===== src/pdvf_pkg.sv =====
// Shared types and constants of the position derivative velocity filter.
package pdvf_pkg;

  // Sequencer states
  typedef enum logic [2:0] {
    ST_IDLE,
    ST_MUL,
    ST_ACC,
    ST_ROUND,
    ST_DIV,
    ST_WAIT,
    ST_STORE,
    ST_OUT
  } state_t;

  // Configuration register indexes
  localparam logic [1:0] CFG_GAIN_LAST  = 2'd0;
  localparam logic [1:0] CFG_GAIN_OLDER = 2'd1;
  localparam logic [1:0] CFG_GAIN_STEP  = 2'd2;
  localparam logic [1:0] CFG_WARMUP     = 2'd3;

  // Multiply term selects
  localparam logic [1:0] TERM_LAST  = 2'd0;
  localparam logic [1:0] TERM_OLDER = 2'd1;
  localparam logic [1:0] TERM_STEP  = 2'd2;

  localparam int POS_W      = 32;
  localparam int VEL_W      = 32;
  localparam int INTERVAL_W = 20;
  localparam int ELAPSED_W  = 24;
  localparam int ACC_W      = 68;

  // Serial divider widths: |diff| * 1e6 plus half the divisor fits 53 bits
  localparam int DIV_NUM_W = 53;
  localparam int DIV_DEN_W = INTERVAL_W;

  localparam logic signed [31:0] US_PER_S = 32'sd1000000;

endpackage


===== src/pdvf_div.sv =====
// Restoring serial divider, one quotient bit per cycle.
module pdvf_div (
  input  logic                           clk,
  input  logic                           rst,
  input  logic                           start,
  input  logic [pdvf_pkg::DIV_NUM_W-1:0] dividend,
  input  logic [pdvf_pkg::DIV_DEN_W-1:0] divisor,
  output logic                           done,
  output logic [pdvf_pkg::DIV_NUM_W-1:0] quotient
);

  localparam int NUM_W = pdvf_pkg::DIV_NUM_W;
  localparam int DEN_W = pdvf_pkg::DIV_DEN_W;
  localparam int CNT_W = $clog2(NUM_W + 1);

  logic [DEN_W-1:0] den;
  logic [DEN_W-1:0] rem;
  logic [NUM_W-1:0] quo;
  logic [CNT_W-1:0] cnt;
  logic             busy;
  logic [DEN_W+1:0] trial;

  // Trial subtract of the divisor from the shifted remainder
  assign trial = {1'b0, rem, quo[NUM_W-1]} - {2'b00, den};

  // Control: count the steps, pulse done after the last one
  always_ff @(posedge clk) begin
    if (rst) begin
      busy <= 1'b0;
      done <= 1'b0;
      cnt  <= '0;
    end else begin
      done <= 1'b0;
      if (start) begin
        busy <= 1'b1;
        cnt  <= CNT_W'(NUM_W);
      end else if (busy) begin
        cnt <= cnt - 1'b1;
        if (cnt == CNT_W'(1)) begin
          busy <= 1'b0;
          done <= 1'b1;
        end
      end
    end
  end

  // Datapath: shift dividend bits in, quotient bits out
  always_ff @(posedge clk) begin
    if (start) begin
      den <= divisor;
      rem <= '0;
      quo <= dividend;
    end else if (busy) begin
      if (trial[DEN_W+1]) begin
        rem <= {rem[DEN_W-2:0], quo[NUM_W-1]};
        quo <= {quo[NUM_W-2:0], 1'b0};
      end else begin
        rem <= trial[DEN_W-1:0];
        quo <= {quo[NUM_W-2:0], 1'b1};
      end
    end
  end

  assign quotient = quo;

endmodule

===== config.mk =====
export PLATFORM = sky130hd
export DESIGN_NAME = pdvf_div
export DESIGN_NICKNAME = d
export VERILOG_FILES = /design/src/pdvf_pkg.sv /design/src/pdvf_div.sv
export SDC_FILE = /design/constraint.sdc
export NUM_CORES = 1
export LEC_CHECK = 0
export ABC_AREA = 1
export BUFFER_PORTS_ARGS = -buffer_cell sky130_fd_sc_hd__buf_2
export CELL_PAD_IN_SITES_DETAIL_PLACEMENT = 0
export CELL_PAD_IN_SITES_GLOBAL_PLACEMENT = 1
export CORE_ASPECT_RATIO = 1.1
export CORE_UTILIZATION = 25
export CTS_CLUSTER_DIAMETER = 200
export DETAILED_ROUTE_END_ITERATION = 10
export HOLD_SLACK_MARGIN = 0.12
export PLACE_DENSITY_LB_ADDON = 0.1
export REMOVE_ABC_BUFFERS = 1
export SETUP_SLACK_MARGIN = 0.15
export SYNTH_ARGS = -nofsm -noshare
export SYNTH_HDL_FRONTEND = slang
export SYNTH_SLANG_ARGS = --single-unit

===== constraint.sdc =====
create_clock -name clk -period 2.8 [get_ports clk]
set_clock_uncertainty 0.05 [all_clocks]
set_input_delay 0.28 -clock clk [delete_from_list [all_inputs] [get_ports clk]]
set_output_delay 0.28 -clock clk [all_outputs]
set_load 0.02 [all_outputs]

# ---- Word level (Yosys, flattened, before mapping)
# Index checks and enable logic that the tools add are counted.
dict set report classes {
  addsub 2
  n_eq_ne 1
  mux 10
  n_bitwise 1
  n_reduce_logical 3
}
# cell n
set op_table {}
lappend op_table {{$mux W53} 2}
lappend op_table {{$sub A21 B20 Y22} 1}
lappend op_table {{$mux W20} 1}
lappend op_table {{$mux W6} 2}
lappend op_table {{$eq A6 B1 Y1 const B} 1}
lappend op_table {{$sub A6 B1 Y6 const B} 1}
lappend op_table {{$mux W1} 5}
lappend op_table {{$reduce_or A3 Y1} 1}
lappend op_table {{$reduce_bool A2 Y1} 1}
lappend op_table {{$reduce_or A2 Y1} 1}
lappend op_table {{$not A1 Y1} 1}
dict set report word_totals {
  register_bits 101
  in_bits 76
  out_inout_bits 54
  word_cells 24
}

# ---- Depth between registers and ports, before layout
dict set report logic_depth {
  depth_word 4
  mapped_depth 15
}

# ---- Worst setup path after synthesis
# No wires, ideal clock.
dict set report synth_path {
  kind {reg-to-reg}
  startpoint {register busy}
  endpoint {register quo[0], in the netlist quotient[0], enable pin}
  setup_ps 411
  arrival_time_ps 1672
  required_time_ps 2339
  path_slack_ps 667
  stages_incl_launch_ff 4
  synth_period_minus_slack_ps 2133
  path_cell_list {dfxtp_1 -> buf_2 -> nor2_1 -> inv_1}
}
dict set report synth_between {
  elab_chain_len 1
}
# item line_no
set synth_rtl {}
lappend synth_rtl {{start: declaration} pdvf_div.sv:20} ;# logic busy;
lappend synth_rtl {{start signal: assignment} pdvf_div.sv:29} ;# busy <= 1'b0;
lappend synth_rtl {{start signal: assignment} pdvf_div.sv:35} ;# busy <= 1'b1;
lappend synth_rtl {{start signal: assignment} pdvf_div.sv:40} ;# busy <= 1'b0;
lappend synth_rtl {{$reduce_bool A2 Y1 (no line)} n/a}
lappend synth_rtl {{end signal: assignment} pdvf_div.sv:52} ;# quo <= dividend;
lappend synth_rtl {{end signal: assignment} pdvf_div.sv:56} ;# quo <= {quo[NUM_W-2:0], 1'b0};
lappend synth_rtl {{end signal: assignment} pdvf_div.sv:59} ;# quo <= {quo[NUM_W-2:0], 1'b1};
lappend synth_rtl {{end: declaration} pdvf_div.sv:18} ;# logic [NUM_W-1:0] quo;
# Every way passes these cells.
# A chain may end at the register's enable or synchronous reset.

# ---- Final worst setup path
dict set report layout_path {
  startpoint {register den[12]}
  endpoint {register quo[0], in the netlist quotient[0], data pin}
}
dict set report layout_between {
  elab_chain_len 4
}
# item line_no
set layout_rtl {}
lappend layout_rtl {{start: declaration} pdvf_div.sv:16} ;# logic [DEN_W-1:0] den;
lappend layout_rtl {{start signal: assignment} pdvf_div.sv:50} ;# den <= divisor;
lappend layout_rtl {{$sub A21 B20 Y22} pdvf_div.sv:24} ;# assign trial = {1'b0, rem, quo[NUM_W-1]} - {2'b00, den};
lappend layout_rtl {{$mux W1} pdvf_div.sv:54} ;# if (trial[DEN_W+1]) begin
lappend layout_rtl {{$mux W53} pdvf_div.sv:53} ;# end else if (busy) begin
lappend layout_rtl {{$mux W53} pdvf_div.sv:49} ;# if (start) begin
# Every way passes these cells. The select of a mux whose other input is x is not followed.

==> summary.md <==
| Metric | Value |
|---|---|
| Total CTS buffers | `9` |
| Fin crit share | `80.12%` |
| RSZ-0062 raised after global routing | `false` |
| Fmax | `445.8 MHz` |
| Critical path fanouts, max | `12` |
| Register bit total from synthesis | `101` |
| Initial DRT Pass Iterations | `4` |
| CTS max path bufs | `2` |
| Crit-path cells | `inv_1 -> ha_1 -> nand2_2 -> inv_1 -> a21oi_2 -> nand2_1 -> nand2_1 -> nand3_2 -> buf_4 -> nand2_1 -> nand2_1` |
| Buffers added on ports | `129` |
| Hold Path Stages | `3` |
| Total gr overflow | `0` |
| Die H | `roughly 160 um` |
| Count of nets after finishing | `984` |
| Setup violators final | `0` |
| Critical path class | `reg -> reg` |
| Final GP Congestion | `0.8009` |
| Vias per cell | `around 4.2` |
| CTS tree | `built` |
| Worst hold path class | `in -> reg` |
| Hold Startpoint | `dividend[31]` |
| Synth Area per Inst | `7.715 um^2` |
| Clock sinks | `101` |
| Tmin final | `2243 ps` |
| P_leak | `0.003670 uW` |
| Critical path capture point type | `flop` |
| Initial detailed-routing violation count | `174` |
| Layout area overhead | `26.15%` |
| Outcome | `finished clean` |
| Syn Inst Count | `735` |
| CTS Root Cell | `clkbuf_16` |
| Final Instance Area | `7153 um^2` |
| Core Area | `22180 um^2` |
| Ys Warns | `0` |
| # IOs | `130` |
| Power per Cell Area | `511.2 nW/um^2` |
| Worst IR Drop VDD | `0.2554 mV` |
| Reg clk slew, reported paths | `80 ps` |
| Fraction of layout cells with a size suffix above 1 | `19.33%` |
| Worst skew pair latency | `approximately 350 ps` |
| Global Route Usage Sum | `~14%` |
| Wire per inst | `~14 um` |
| DRC | `0` |
| Normalized max-slew margin | `55.65%` |
| Initial antenna violation count | `0` |
| Sequential area share after synthesis | `about half` |
| Hold Path End | `quotient[31]$_DFFE_PP_` |
| Mapped Area | `5670 um^2` |
| Total power | `between 3000 and 4000 uW` |
| Pin count of the biggest net entering global routing | `between 60 and 70` |
| Multi-input gate area | `2341 um^2` |
| FP Rows | `57` |
| Yosys cell types | `30` |
| Startpoint types | `flop` |
| Final WL | `about 16000 um` |
| DRT antenna net count | `0` |
| Count of pins over their slew limit | `0` |
| Setup Fix Bufs, Post-CTS | `0` |
| Vias in the first global route | `between 5000 and 6000` |
| CP arrival | `~2300 ps` |
| DP Area | `between 6000 and 7000 um^2` |
| CP max stage delay | `380 ps` |
| Reg2reg path depth | `11` |
| Worst EP required | `around 2900 ps` |
| Hold Vio Cnt, Final | `0` |
| FF+latch area | `around 2800 um^2` |
| Antenna fix cells | `0` |
| Initial Util | `roughly a quarter` |
| H-tree depth | `3` |
| Die Span X | `145.6 um` |
| Worst Tran Pin Value | `662.9 ps` |
| Max Cap Viol | `0` |
| Number of gates resized after CTS | `0` |
| Fillers | `around 2400` |
| Post-DP HPWL | `12020 um` |
| R2R Setup Slk | `560 ps` |
| First-pass GRT wire length | `approximately 26000 um` |
| RR Startpoint | `den[12]$_DFFE_PP_` |
| Most frequent CP cell | `nand2_1` |
| RR Endpoint | `quotient[0]$_DFFE_PP_` |
| Via total after detailed routing | `5032` |
| Cell at the slowest stage of the critical path | `ha_1` |
| Die ar. | `23290 um^2` |
| Setup_tns | `0 ps` |
[cells in the mapped netlist]
| master | n | share of area (%) |
|---|---|---|
| nand4_2 | 1 | 0.22 |
| and3_1 | 1 | 0.11 |
| a211oi_1 | 2 | 0.26 |
| xor2_1 | 1 | 0.15 |
| nand3_1 | 48 | 4.2 |
| o21ai_0 | 12 | 1.1 |
| inv_1 | 114 | 7.5 |
| buf_2 | 2 | 0.18 |
| buf_1 | 2 | 0.13 |
| clkbuf_1 | 11 | 0.73 |
| nand3_2 | 2 | 0.35 |
| nand4_1 | 22 | 2.4 |
| ha_1 | 22 | 4.9 |
| nand2_2 | 6 | 0.66 |
| a21oi_2 | 1 | 0.15 |
| buf_8 | 1 | 0.26 |
| nand2_1 | 314 | 21 |
| a21oi_1 | 13 | 1.1 |
| o31ai_1 | 1 | 0.13 |
| xnor2_1 | 7 | 1.1 |
| buf_4 | 4 | 0.53 |
| o21ai_1 | 2 | 0.18 |
| edfxtp_1 | 73 | 39 |
| nor3_1 | 5 | 0.44 |
| dfxtp_1 | 28 | 9.9 |
| fa_1 | 1 | 0.35 |
| nor2_2 | 2 | 0.22 |
| nor2_4 | 2 | 0.40 |
| nor2_1 | 31 | 2.1 |
| buf_6 | 4 | 0.79 |
[kinds of logic after synthesis]
family,after synthesis,share of synthesized area (%)
adders and majority gates,23,5.207
buffers and inverters,138,10.17
xor gates and xnor gates,8,1.236
and+or+nand+nor,434,31.91
DFF,101,48.54
AOI/OAI and AO/OA,31,2.935
[registers in the layout (all words and copies together), names as in the netlist]
signal    flops
busy          1
rem          20
den          20
done          1
quotient     53
cnt           6
[cell usage in the layout, fill, tap and decap left out, types with 2 or more instances in the layout]
master and count:
buf_12 2, nand3_2 2, xnor2_1 7, nor2_2 2, o21ai_0 12, o21ai_1 2
nor3_1 5, ha_1 22, a211oi_1 2, nand2_1 314, clkinv_1 2, inv_8 2
clkbuf_16 9, clkinvlp_4 2, edfxtp_1 73, dlygate4sd3_1 21, nand3_1 48, dfxtp_1 28
nand4_1 22, buf_4 11, nor2_1 31, nor2_4 2, clkinv_4 2, a21oi_1 13
nand2_2 6, buf_2 129, inv_1 112
[worst max path at each step]
| stage | start | end | slack [ps] |
|---|---|---|---|
| final | den[12]$_DFFE_PP_ | quotient[0]$_DFFE_PP_ | 560 |
| after global routing | den[7]$_DFFE_PP_ | rem[5]$_SDFFE_PP0P_ | 320 |
| after CTS | den[12]$_DFFE_PP_ | quotient[0]$_DFFE_PP_ | 540 |
| after detailed placement | den[12]$_DFFE_PP_ | quotient[0]$_DFFE_PP_ | 570 |
| after global placement | den[15]$_DFFE_PP_ | rem[7]$_SDFFE_PP0P_ | 620 |
| after floorplan | den[15]$_DFFE_PP_ | quotient[0]$_DFFE_PP_ | 70 |
[stage by stage]
step / hold WS [ps] / cells / setup WS, ps / utilization [%]
after detailed placement: 408.6 / 1148 / 567.2 / 30.02
after global routing: 147.4 / 1185 / 323.6 / 32.25
after global placement: 406.7 / 1148 / 623.4 / 30.02
final: 142.4 / 1185 / 556.8 / 32.25
after floorplan: 299.1 / 711 / 69.09 / -
after CTS: 126.6 / 1185 / 538.5 / 32.25
[layout make-up]
class / count / area share [%]
clock buffers: 9 / 3.149
clock inverters: 7 / 0.8221
inverters: 114 / 5.982
multi-input cells: 496 / 32.73
flip-flops and latches: 101 / 38.48
well taps: 295 / 5.160
repair buffers: 163 / 13.68
[where the power goes]
group / switching [uW] / internal (uW) / total, uW
Combinational: 384 / 216 / 599
Clock: 636 / 618 / 1250
Sequential: 59.9 / 1740 / 1800
Total: 1080 / 2580 / 3660
[metal layers]
metal  global-route usage (%)  up-vias  part of all wire, %
li1                         -     2621                    -
met1                    18.09     2263                   46
met2                    23.47      132                   45
met3                    4.086       16                  6.8
met4                    5.455        0                  2.0
met5                        0        -                    0
[what timing repair did]
action                                  in CTS  in global routing
endpoints found under the setup margin       0                  0
endpoints found under the hold margin       22                  0
hold buffers                                21                  0
[worst max-delay path, delay by kind of cell, from the launching register on]
| kind | cells | cell delay (ps) |
|---|---|---|
| AND/OR/NAND/NOR | 6 | 750 |
| adder cells (fa/ha/maj) | 1 | 380 |
| buffers and inverters | 3 | 330 |
| AO/OA/AOI/OAI | 1 | 150 |
| flip-flops | 1 | 330 |
No activity file was read; power rests on OpenSTA's default activity.
